## config.mk

```make
export PLATFORM = sky130hd
export DESIGN_NAME = rc_channel_frame_packer_unit
export DESIGN_NICKNAME = d
export VERILOG_FILES = /design/src/rtl/core/rcfp_pkg.sv /design/src/rtl/core/rcfp_item_reg.sv /design/src/rtl/core/rcfp_packer.sv /design/src/rtl/core/rcfp_serializer.sv /design/src/rtl/core/rc_channel_frame_packer_unit.sv
export SDC_FILE = /design/constraint.sdc
export NUM_CORES = 1
export LEC_CHECK = 0
export BUFFER_PORTS_ARGS = -buffer_cell sky130_fd_sc_hd__buf_2
export CAP_MARGIN = 20
export CORE_MARGIN = 8
export CORE_UTILIZATION = 50
export DETAILED_ROUTE_END_ITERATION = 6
export PLACE_DENSITY = 0.72
export SLEW_MARGIN = 10
export SYNTH_ARGS = -nofsm -noshare
export SYNTH_HDL_FRONTEND = slang
export SYNTH_HIERARCHICAL = 1
export SYNTH_SLANG_ARGS = --single-unit
```

## constraint.sdc

```tcl
create_clock -name clk -period 9.58 [get_ports clk]
set_clock_uncertainty 0.1 [all_clocks]
set_input_delay 0.958 -clock clk [delete_from_list [all_inputs] [get_ports clk]]
set_output_delay 0.958 -clock clk [all_outputs]
set_load 0.05 [all_outputs]
```

## src/rtl/core/rcfp_pkg.sv

```systemverilog
// ----------------------------------------------------------------------------
// rcfp_pkg
// shared types, constants and the crc-8 byte update for the frame packer
// ----------------------------------------------------------------------------
package rcfp_pkg;

    localparam int CHANNELS      = 16;
    localparam int MAX_PAYLOAD   = 64;
    localparam int RESULT_LIMIT  = 4;
    localparam int IDX_W         = $clog2(RESULT_LIMIT);
    localparam int CNT_W         = $clog2(RESULT_LIMIT + 1);
    localparam int CHAN_BITS     = 11;
    localparam int PAYLOAD_BYTES = (CHANNELS * CHAN_BITS + 7) / 8;

    localparam logic [7:0]  DEST_RESET  = 8'hEE;
    localparam logic [7:0]  CHAN_TYPE   = 8'h16;
    localparam logic [7:0]  LEN_BYTE    = 8'(PAYLOAD_BYTES + 2);
    localparam logic [7:0]  CRC_POLY    = 8'hD5;
    localparam logic [10:0] CHAN_CENTER = 11'h3E0;
    localparam logic [10:0] CHAN_MAX    = 11'(2 * 11'h3E0);
    // 2^16 / 5 rounded up, exact for magnitudes up to 8192
    localparam logic [14:0] RECIP_5     = 15'd13108;

    // how the serializer treats a byte of the bundle
    typedef enum logic [1:0] {
        BK_START   = 2'd0,   // address byte, clears the running crc
        BK_PLAIN   = 2'd1,   // not covered by the crc
        BK_COVERED = 2'd2,   // folded into the running crc
        BK_CRC     = 2'd3    // running crc goes out here, closes the frame
    } byte_kind_t;

    typedef struct packed {
        logic [7:0] data;
        byte_kind_t kind;
    } entry_t;

    typedef struct packed {
        logic [CNT_W-1:0]               cnt;
        entry_t [RESULT_LIMIT-1:0]      ent;
    } bundle_t;

    typedef struct packed {
        logic              op;
        logic signed [11:0] chan_value;
        logic [7:0]        data_byte;
        logic [7:0]        command;
        logic [6:0]        data_count;
    } item_t;

    function automatic logic [7:0] crc8_update(input logic [7:0] crc, input logic [7:0] b);
        logic [7:0] c;
        c = crc ^ b;
        for (int i = 0; i < 8; i++) begin
            c = c[7] ? ((c << 1) ^ CRC_POLY) : (c << 1);
        end
        return c;
    endfunction

endpackage

```

## src/rtl/core/rcfp_item_reg.sv

```systemverilog
// ----------------------------------------------------------------------------
// rcfp_item_reg
// input register holding one accepted item until the packer takes it
// ----------------------------------------------------------------------------
module rcfp_item_reg (
    input  logic            clk,
    input  logic            rst_n,
    input  logic            in_valid,
    output logic            in_ready,
    input  rcfp_pkg::item_t in_item,
    input  logic            take,
    output logic            item_valid,
    output rcfp_pkg::item_t item
);

    logic            valid_reg;
    logic            valid_next;
    rcfp_pkg::item_t item_reg;

    assign in_ready   = !valid_reg || take;
    assign valid_next = (in_valid && in_ready) ? 1'b1 : (take ? 1'b0 : valid_reg);

    always_ff @(posedge clk or negedge rst_n)
    begin
        if (!rst_n)
        begin
            valid_reg <= 1'b0;
        end
        else
        begin
            valid_reg <= valid_next;
        end
    end

    always_ff @(posedge clk)
    begin
        if (in_valid && in_ready)
        begin
            item_reg <= in_item;
        end
    end

    assign item_valid = valid_reg;
    assign item       = item_reg;

endmodule

```

## src/rtl/core/rcfp_packer.sv

```systemverilog
// ----------------------------------------------------------------------------
// rcfp_packer
// frame state and the byte bundle that one item produces
// ----------------------------------------------------------------------------
module rcfp_packer (
    input  logic              clk,
    input  logic              rst_n,
    input  logic              item_valid,
    input  rcfp_pkg::item_t   item,
    input  logic [7:0]        dest,
    output logic              take,
    output logic              bundle_valid,
    input  logic              bundle_ready,
    output rcfp_pkg::bundle_t bundle
);

    logic [6:0] acc_reg, acc_next;
    logic [2:0] held_reg, held_next;
    logic [6:0] pos_reg, pos_next;
    logic       mode_reg, mode_next;
    logic [6:0] pc_reg, pc_next;

    logic        start;
    logic        mode_eff;
    logic [6:0]  acc_eff;
    logic [2:0]  held_eff;
    logic [6:0]  dc;
    logic [13:0] v4;
    logic [13:0] mag;
    logic [28:0] prod;
    logic [10:0] quot;
    logic [11:0] up_sum;
    logic [10:0] scaled;
    logic [17:0] word;
    logic [4:0]  total;
    logic        two;
    logic [2:0]  rem;
    logic [6:0]  residue;
    rcfp_pkg::bundle_t b;

    function automatic rcfp_pkg::bundle_t push(input rcfp_pkg::bundle_t bi,
                                               input logic [7:0] d,
                                               input rcfp_pkg::byte_kind_t k);
        rcfp_pkg::bundle_t bo;
        bo = bi;
        if (bo.cnt < rcfp_pkg::CNT_W'(rcfp_pkg::RESULT_LIMIT))
        begin
            bo.ent[bo.cnt[rcfp_pkg::IDX_W-1:0]].data = d;
            bo.ent[bo.cnt[rcfp_pkg::IDX_W-1:0]].kind = k;
            bo.cnt = bo.cnt + 1'b1;
        end
        return bo;
    endfunction

    assign take         = item_valid && bundle_ready;
    assign bundle_valid = item_valid;
    assign bundle       = b;

    // channel scaling: 992 + trunc(v*4/5), clamped to 0..1984
    always_comb
    begin
        v4   = {item.chan_value, 2'b00};
        mag  = v4[13] ? (~v4 + 14'd1) : v4;
        prod = 29'(mag) * 29'(rcfp_pkg::RECIP_5);
        quot = prod[26:16];
        up_sum = 12'(rcfp_pkg::CHAN_CENTER) + 12'(quot);
        if (v4[13])
        begin
            scaled = (quot > rcfp_pkg::CHAN_CENTER) ? 11'd0 : (rcfp_pkg::CHAN_CENTER - quot);
        end
        else
        begin
            scaled = (up_sum > 12'(rcfp_pkg::CHAN_MAX)) ? rcfp_pkg::CHAN_MAX : up_sum[10:0];
        end
    end

    always_comb
    begin
        start    = (pos_reg == 7'd0);
        mode_eff = start ? item.op : mode_reg;
        acc_eff  = start ? 7'd0 : acc_reg;
        held_eff = start ? 3'd0 : held_reg;

        word    = 18'(acc_eff) | (18'(scaled) << held_eff);
        total   = 5'(held_eff) + 5'(rcfp_pkg::CHAN_BITS);
        two     = (total >= 5'd16);
        rem     = two ? 3'(total - 5'd16) : 3'(total - 5'd8);
        residue = two ? {5'd0, word[17:16]} : word[14:8];

        dc = item.data_count;
        if (dc == 7'd0)
        begin
            dc = 7'd1;
        end
        else if (dc > 7'(rcfp_pkg::MAX_PAYLOAD))
        begin
            dc = 7'(rcfp_pkg::MAX_PAYLOAD);
        end

        acc_next  = acc_reg;
        held_next = held_reg;
        pos_next  = pos_reg;
        mode_next = mode_eff;
        pc_next   = pc_reg;
        b         = '0;

        if (start)
        begin
            b = push(b, dest, rcfp_pkg::BK_START);
            if (item.op)
            begin
                b = push(b, 8'(dc) + 8'd2, rcfp_pkg::BK_PLAIN);
                b = push(b, item.command, rcfp_pkg::BK_COVERED);
            end
            else
            begin
                b = push(b, rcfp_pkg::LEN_BYTE, rcfp_pkg::BK_PLAIN);
                b = push(b, rcfp_pkg::CHAN_TYPE, rcfp_pkg::BK_COVERED);
            end
        end

        if (start && item.op)
        begin
            // command header item: data byte ignored
            pc_next  = dc;
            pos_next = 7'd1;
        end
        else if (mode_eff)
        begin
            b = push(b, item.data_byte, rcfp_pkg::BK_COVERED);
            if (pos_reg >= pc_reg)
            begin
                b = push(b, 8'd0, rcfp_pkg::BK_CRC);
                pos_next = 7'd0;
            end
            else
            begin
                pos_next = pos_reg + 7'd1;
            end
        end
        else
        begin
            b = push(b, word[7:0], rcfp_pkg::BK_COVERED);
            if (two)
            begin
                b = push(b, word[15:8], rcfp_pkg::BK_COVERED);
            end
            if (pos_reg >= 7'(rcfp_pkg::CHANNELS - 1))
            begin
                if (rem != 3'd0)
                begin
                    b = push(b, {1'b0, residue}, rcfp_pkg::BK_COVERED);
                end
                b = push(b, 8'd0, rcfp_pkg::BK_CRC);
                acc_next  = 7'd0;
                held_next = 3'd0;
                pos_next  = 7'd0;
            end
            else
            begin
                acc_next  = residue;
                held_next = rem;
                pos_next  = pos_reg + 7'd1;
            end
        end
    end

    always_ff @(posedge clk or negedge rst_n)
    begin
        if (!rst_n)
        begin
            acc_reg  <= 7'd0;
            held_reg <= 3'd0;
            pos_reg  <= 7'd0;
            mode_reg <= 1'b0;
            pc_reg   <= 7'd0;
        end
        else if (take)
        begin
            acc_reg  <= acc_next;
            held_reg <= held_next;
            pos_reg  <= pos_next;
            mode_reg <= mode_next;
            pc_reg   <= pc_next;
        end
    end

endmodule

```

## src/rtl/core/rcfp_serializer.sv

```systemverilog
// ----------------------------------------------------------------------------
// rcfp_serializer
// result register: sends a bundle one byte per cycle while out_ready is high and keeps the crc
// ----------------------------------------------------------------------------
module rcfp_serializer (
    input  logic                   clk,
    input  logic                   rst_n,
    input  logic                   bundle_valid,
    output logic                   bundle_ready,
    input  rcfp_pkg::bundle_t      bundle,
    output logic                   out_valid,
    input  logic                   out_ready,
    output logic [7:0]             out_data,
    output logic                   out_last,
    output rcfp_pkg::byte_kind_t   cur_kind
);

    rcfp_pkg::bundle_t           bundle_reg;
    logic                        valid_reg, valid_next;
    logic [rcfp_pkg::IDX_W-1:0]  rd_reg, rd_next;
    logic [7:0]                  crc_reg, crc_next;

    rcfp_pkg::entry_t cur;
    logic             fire;
    logic             last;
    logic             load;

    assign cur          = bundle_reg.ent[rd_reg];
    assign fire         = valid_reg && out_ready;
    assign last         = ((rcfp_pkg::CNT_W'(rd_reg) + 1'b1) == bundle_reg.cnt);
    assign bundle_ready = !valid_reg || (fire && last);
    assign load         = bundle_valid && bundle_ready;

    always_comb
    begin
        valid_next = valid_reg;
        rd_next    = rd_reg;
        crc_next   = crc_reg;
        if (fire)
        begin
            case (cur.kind)
                rcfp_pkg::BK_START:   crc_next = 8'd0;
                rcfp_pkg::BK_COVERED: crc_next = rcfp_pkg::crc8_update(crc_reg, cur.data);
                default:              crc_next = crc_reg;
            endcase
            rd_next = rd_reg + 1'b1;
            if (last)
            begin
                valid_next = 1'b0;
            end
        end
        if (load)
        begin
            valid_next = 1'b1;
            rd_next    = '0;
        end
    end

    always_ff @(posedge clk or negedge rst_n)
    begin
        if (!rst_n)
        begin
            valid_reg <= 1'b0;
            rd_reg    <= '0;
            crc_reg   <= 8'd0;
        end
        else
        begin
            valid_reg <= valid_next;
            rd_reg    <= rd_next;
            crc_reg   <= crc_next;
        end
    end

    always_ff @(posedge clk)
    begin
        if (load)
        begin
            bundle_reg <= bundle;
        end
    end

    assign out_valid = valid_reg;
    assign out_data  = (cur.kind == rcfp_pkg::BK_CRC) ? crc_reg : cur.data;
    assign out_last  = (cur.kind == rcfp_pkg::BK_CRC);
    assign cur_kind  = cur.kind;

endmodule

```

## src/rtl/core/rc_channel_frame_packer_unit.sv

```systemverilog
// ----------------------------------------------------------------------------
// rc_channel_frame_packer_unit
// radio-link frame builder: packed 11-bit channel frames and command frames
// ----------------------------------------------------------------------------
// each accepted item yields one to four frame bytes (four on a channel frame's
// first item, usually one or two later), which leave one byte per cycle on the
// master stream while m_axis_tready is high. the single-lane output serializer
// takes the next bundle only as the last byte of the previous one leaves. an
// item goes from the input register through the packing logic into the result
// register, and the input register can accept the next item while the previous
// bundle is still draining. the first item of a frame picks the frame kind from
// tuser. the crc-8 (poly 0xd5) is kept at the output, one byte per cycle as the
// bytes leave, over every byte after the length byte. there is no clearing pass
// after reset.
module rc_channel_frame_packer_unit (
    input  logic        clk,
    input  logic        rst_n,

    // configuration: destination address
    input  logic        cfg_valid,
    output logic        cfg_ready,
    input  logic [7:0]  cfg_data,

    // input items
    input  logic        s_axis_tvalid,
    output logic        s_axis_tready,
    // chan_value [11:0], data_byte [19:12], command [27:20],
    // data_count [34:28], zero [39:35]
    input  logic [39:0] s_axis_tdata,
    // op [0]
    input  logic        s_axis_tuser,

    // frame bytes
    output logic        m_axis_tvalid,
    input  logic        m_axis_tready,
    // out_byte [7:0]
    output logic [7:0]  m_axis_tdata,
    // frame_end: high on the crc byte
    output logic        m_axis_tlast
);

    logic [7:0]            dest_reg;
    rcfp_pkg::item_t       in_item;
    rcfp_pkg::item_t       item;
    logic                  item_valid;
    logic                  take;
    logic                  bundle_valid;
    logic                  bundle_ready;
    rcfp_pkg::bundle_t     bundle;
    rcfp_pkg::byte_kind_t  cur_kind;

    // register write is always taken
    assign cfg_ready = 1'b1;

    always_ff @(posedge clk or negedge rst_n)
    begin
        if (!rst_n)
        begin
            dest_reg <= rcfp_pkg::DEST_RESET;
        end
        else if (cfg_valid)
        begin
            dest_reg <= cfg_data;
        end
    end

    // unpack the stream payload into item fields
    always_comb
    begin
        in_item.op         = s_axis_tuser;
        in_item.chan_value = s_axis_tdata[11:0];
        in_item.data_byte  = s_axis_tdata[19:12];
        in_item.command    = s_axis_tdata[27:20];
        in_item.data_count = s_axis_tdata[34:28];
    end

    // input register
    rcfp_item_reg u_item (
        .clk        (clk),
        .rst_n      (rst_n),
        .in_valid   (s_axis_tvalid),
        .in_ready   (s_axis_tready),
        .in_item    (in_item),
        .take       (take),
        .item_valid (item_valid),
        .item       (item)
    );

    // scaling, bit packing and frame sequencing
    rcfp_packer u_packer (
        .clk          (clk),
        .rst_n        (rst_n),
        .item_valid   (item_valid),
        .item         (item),
        .dest         (dest_reg),
        .take         (take),
        .bundle_valid (bundle_valid),
        .bundle_ready (bundle_ready),
        .bundle       (bundle)
    );

    // result register, byte serializer and crc
    rcfp_serializer u_ser (
        .clk          (clk),
        .rst_n        (rst_n),
        .bundle_valid (bundle_valid),
        .bundle_ready (bundle_ready),
        .bundle       (bundle),
        .out_valid    (m_axis_tvalid),
        .out_ready    (m_axis_tready),
        .out_data     (m_axis_tdata),
        .out_last     (m_axis_tlast),
        .cur_kind     (cur_kind)
    );

    // a held item is not dropped or changed before the packer takes it
    a_item_hold: assert property (@(posedge clk) disable iff (!rst_n)
        (item_valid && !take) |=> (item_valid && $stable(item)))
        else $error("held item lost or changed");

    // every bundle handed over carries one to four bytes
    a_bundle_cnt: assert property (@(posedge clk) disable iff (!rst_n)
        take |-> ((bundle.cnt != '0) &&
                  (bundle.cnt <= rcfp_pkg::CNT_W'(rcfp_pkg::RESULT_LIMIT))))
        else $error("bundle byte count out of range");

    // a byte that follows a closing crc opens a new frame
    a_frame_start: assert property (@(posedge clk) disable iff (!rst_n)
        (m_axis_tvalid && m_axis_tready && m_axis_tlast) |=>
            (!m_axis_tvalid || (cur_kind == rcfp_pkg::BK_START)))
        else $error("frame did not restart with the address byte");

endmodule

```

After elaboration in Yosys (flattened, before gate mapping)
Cells that the tools add are included.
{"block": "classes", "add_sub_neg": 18, "multipliers": 1, "order_cmp": 31, "eq_ne": 3, "n_shift": 1, "muxes": 121, "n_bitwise": 13, "reduce_logical": 29}
{"op": "43-bit 2-to-1 mux", "n": 31}
{"op": "40-bit bitwise mux", "n": 20}
{"op": "10-bit demux with 2-bit select", "n": 16}
{"op": "10-bit 2-to-1 mux", "n": 10}
{"op": "8-bit 2-to-1 mux", "n": 9}
{"op": "7-bit 2-to-1 mux", "n": 9}
{"op": "5-bit inverter", "n": 8}
{"op": "11-bit 2-to-1 mux", "n": 3}
{"op": "2-bit by 3-bit < comparator with 1-bit output (second input constant)", "n": 9}
{"op": "14-bit by 12-bit multiplier with 25-bit output (second input constant)", "n": 1}
{"op": "3-bit by 1-bit adder with 3-bit output (second input constant)", "n": 8}
{"op": "3-bit < comparator (second input constant)", "n": 8}
{"op": "10-bit binary-select mux with 2-bit select", "n": 1}
{"op": "2-bit 2-to-1 mux", "n": 10}
{"op": "7-bit by 18-bit OR with 18-bit output", "n": 1}
{"op": "11-bit by 3-bit << shifter with 18-bit output", "n": 1}
{"op": "2-bit by 1-bit greater-or-equal comparator with 1-bit output (second input constant)", "n": 8}
{"op": "8-bit case mux with 2 select lines", "n": 1}
{"op": "14-bit by 1-bit adder with 14-bit output (second input constant)", "n": 1}
{"op": "7-bit zero test", "n": 2}
{"op": "14-bit 2-to-1 mux", "n": 1}
{"op": "14-bit inverter", "n": 1}
{"op": "1-bit logical AND", "n": 13}
{"op": "10-bit by 11-bit adder with 12-bit output (first input constant)", "n": 1}
{"op": "other kinds (26)", "n": 44}
{"block": "word_totals", "reg_bits": 124, "inputBits": 54, "output_inout_bits": 12, "wordCells": 241}

Logic depth before layout (Yosys ltp)
{"block": "depth", "ltp_word": 60, "depth_mapped": 32, "ltp_nobuf": 31}

Hierarchy
Netlist, hierarchy kept.
{"mod": "rcfp_packer", "n_inst": 1, "cells_each": 846, "area_per_inst_um2": 6623.9, "seq_area_each_um2": 625.6}
{"mod": "rcfp_serializer", "n_inst": 1, "cells_each": 144, "area_per_inst_um2": 2456.1, "seq_area_each_um2": 1566.5}
{"mod": "rcfp_item_reg", "n_inst": 1, "cells_each": 40, "area_per_inst_um2": 1134.8, "seq_area_each_um2": 1106.1}
{"mod": "rc_channel_frame_packer_unit", "n_inst": 1, "cells_each": 19, "area_per_inst_um2": 350.3, "seq_area_each_um2": 207.7}

Least setup slack after synthesis
No wires, ideal clock.
{"block": "synth_path", "path_type": "register to register", "startpoint": "register u_item.item_reg (netlist bit u_item/item[34])", "endpoint": "register u_ser/bundle_reg[7] (netlist bit) (data pin)", "arrival_ns": 7.747, "required_ns": 9.212, "setup_slack_ns": 1.466, "stages_incl_launch_ff": 32, "path_buffers": 3, "period_less_slack_ns": 8.114, "path_cell_list": "edfxtp_1 > clkbuf_1 > clkbuf_1 > nand2_1 > xnor2_1 > inv_1 > ha_1 > inv_1 > fa_1 > inv_1 > fa_1 > fa_1 > inv_1 > fa_1 > inv_1 > ha_1 > buf_6 > a21oi_4 > o21ai_2 > or4_1 > o211ai_1 > nor2_1 > inv_1 > ha_1 > xor2_1 > xnor2_1 > a311oi_1 > o31ai_4 > a221oi_2 > o22ai_1 > a2111oi_0 > o22ai_1"}
{"element": "from (decl)", "line": "rcfp_item_reg.sv:18", "rtl": "rcfp_pkg::item_t item_reg;"}
{"element": "from (signal assigned)", "line": "rcfp_item_reg.sv:39", "rtl": "item_reg <= in_item;"}
{"element": "to (signal assigned)", "line": "rcfp_serializer.sv:79", "rtl": "bundle_reg <= bundle;"}
{"element": "to (decl)", "line": "rcfp_serializer.sv:18", "rtl": "rcfp_pkg::bundle_t bundle_reg;"}

==> results.toml <==
[yosys]
synth.top_cells.by_count = "inv_1 (130), ha_1 (100), edfxtp_1 (79), nand2_1 (78), o21ai_0 (54)"
synthFlopType = "edfxtp_1"
async_flop_share_pct = 36.3
synth.area.top_cells = "edfxtp_1 (22%), ha_1 (12%), dfrtp_1 (9.2%)"
synth_nets = 1239
synth_area_mm2 = 0.0106
ys_seq_elements = 124
synth_most_common_cell = "inv_1"
yosysSeqAreaShare_pct = 33.2
netlist.area_leader.share_pct = 22.5
synth_edf_count = 79
yosysUniqueCellTypes = 98
yosysTopAreaCell = "edfxtp_1"
avgSynthCellArea_um2 = 10.1
synthCells = 1049
yosys_warnings = 6

[clock_tree]
clock-root-buffer = "clkbuf_16"
cts_resized = 0
h-tree-depth = 4
clockBufferDepth = 2
cts_sinks = 124
cts_buffers = 17
clock_latency_ns = 0.41
hold_buffers = 0
cts_tree = "built"
cts_setup_buffers = 0
path_clk_slew_ns = 0.06

[final_layout]
nets = 1286
largest_register_ffs = 43
drive_gt1_share_pct = 15.7
final_cells = 1384
final_area_mm2 = 0.0116
antennaDiodeCount = 0
fill_cells = 1784
areaGrowthSynthToFinish_pct = 9.88

[drt]
avgRoutedWirePerCell_um = 18.0
drc = 0
routed_wl_um = 24900
via_count = 8008
via_per_inst = 5.79
ant_nets = 0
dr.pass1.iters = 7
drtIter0Drc = 685

[sta]
drv_slew = 0
setup_viol = 0
tns_ns = 0
timing.final.crit_share_pct = 95.0
fmax_mhz = 110
min_period_ns = 9.10
finalHoldViolCount = 0
rsz0062_at_grt = "no"
worst_slew_pin_slew_ns = 0.965
slew_headroom_pct = 35.7
setup_ws_ns = 0.478

[die]
start_util_pct = 50.6
ios = 66
die_h_um = 161
fp.coreArea_mm2 = 0.0209
die_w_um = 161
rows = 53
dieArea_mm2 = 0.0260

[setup_path]
cp_slowest_cell = "fa_1"
worst_ep_arrival_time_ns = 9.12
crit_path_end_kind = "flip-flop"
critPathMaxFanout = 10
worstSetupPathType = "reg -> reg"
max_stage_delay_ns = 0.58
critPathLaunchType = "flip-flop"
path_common_cell = "inv_1"
cp.required_ns = 9.60
r2r_slack_ns = 0.48

[global_routing]
grt_pass1_wl_um = 41200
grt_overflow = 0
grt_max_degree = 46
antenna_found_initial = 0
grt_usage_pct = 19.5
first_global_vias = 8056

[placement]
dp.cells = 1352
preCtsSetupSlack_ns = 0.608
dp_hpwl_um = 19200
io_buffers = 59
placed_area_mm2 = 0.0111
gp_congestion = 0.935

[job]
drv_cap = 0

[run_status]
outcome = "completed"

[min_path]
hold_path.class = "reg -> reg"
cell usage in the layout (no fill, tap or decap), drive strengths merged, types with 15 or more instances in the layout:
cell / n
xnor2: 49
a21oi: 47
inv: 130
buf: 70
nor2: 53
edfxtp: 79
clkbuf: 24
nor3: 19
o21ai: 64
nand2: 78
nand3: 20
xor2: 15
dfrtp: 39
mux2: 19
and2: 16
fa: 36
ha: 100
final timing paths:
kind | depth (start not counted) | end | start
setup / recovery | 29 | u_ser/bundle_reg[7] | u_item/item[23]
hold / removal | 2 | u_packer/pc_reg[5] | u_packer/pc_reg[5]
setup reg to reg | 29 | u_ser/bundle_reg[7] | u_item/item[23]
hold reg to reg | 2 | u_packer/pc_reg[5] | u_packer/pc_reg[5]
max in group asynchronous | 2 | u_packer/pos_reg[2] | rst_n
min in group asynchronous | 2 | u_ser/crc_reg[2] | rst_n
critical path, delay by kind of cell (launching register included):
kind                       cells  cell delay (ns)
AOI/OAI and AO/OA             11             3.32
buffers and inverters          5             0.43
and+or+nand+nor                2             0.40
DFF                            1             0.51
adders and majority gates      7             2.96
xor gates and xnor gates       4             1.06
per-layer routing:
| metal | vias to the layer above | wire [um] | global-route usage [%] | part of all wire, % |
|---|---|---|---|---|
| li1 | 3856 | - | - | - |
| met2 | 302 | 11000 | 30.1 | 44 |
| met4 | 0 | 537 | 5.89 | 2.2 |
| met3 | 49 | 1710 | 4.00 | 6.9 |
| met1 | 3801 | 11600 | 27.1 | 47 |
| met5 | - | 0 | 0 | 0 |
per-stage QoR:
step	utilization [%]	hold slack [ns]
final	55.6	0.381
after global routing	55.6	0.427
after CTS	55.6	0.390
after detailed placement	53.0	0.378
after global placement	53.0	0.366
after floorplan	-	0.350
logic make-up (layout without fill, tap and decap cells):
logic type / Yosys count / in the layout / share of synthesized area (%)
buffers and inverters: 172 / 232 / 6.58
DFF: 124 / 124 / 33.2
muxes: 39 / 39 / 5.65
adders and majority gates: 136 / 136 / 18.7
AOI/OAI and AO/OA: 245 / 245 / 16.4
xor gates and xnor gates: 68 / 68 / 6.70
other: 2 / 2 / 0.0711
and+or+nand+nor: 263 / 263 / 12.7
layout make-up:
type	instances	area [um2]	share of cell area, %
multi-input combinational	753	6360	54.8
sequential	124	3510	30.2
inverter	130	488	4.20
clock buffer	24	482	4.15
timing repair buffer	70	378	3.26
tap	275	344	2.96
clock inverter	8	46.3	0.399
Power is not shown: default switching activity piles up to over one toggle a cycle in this logic, so the estimate is an artifact.
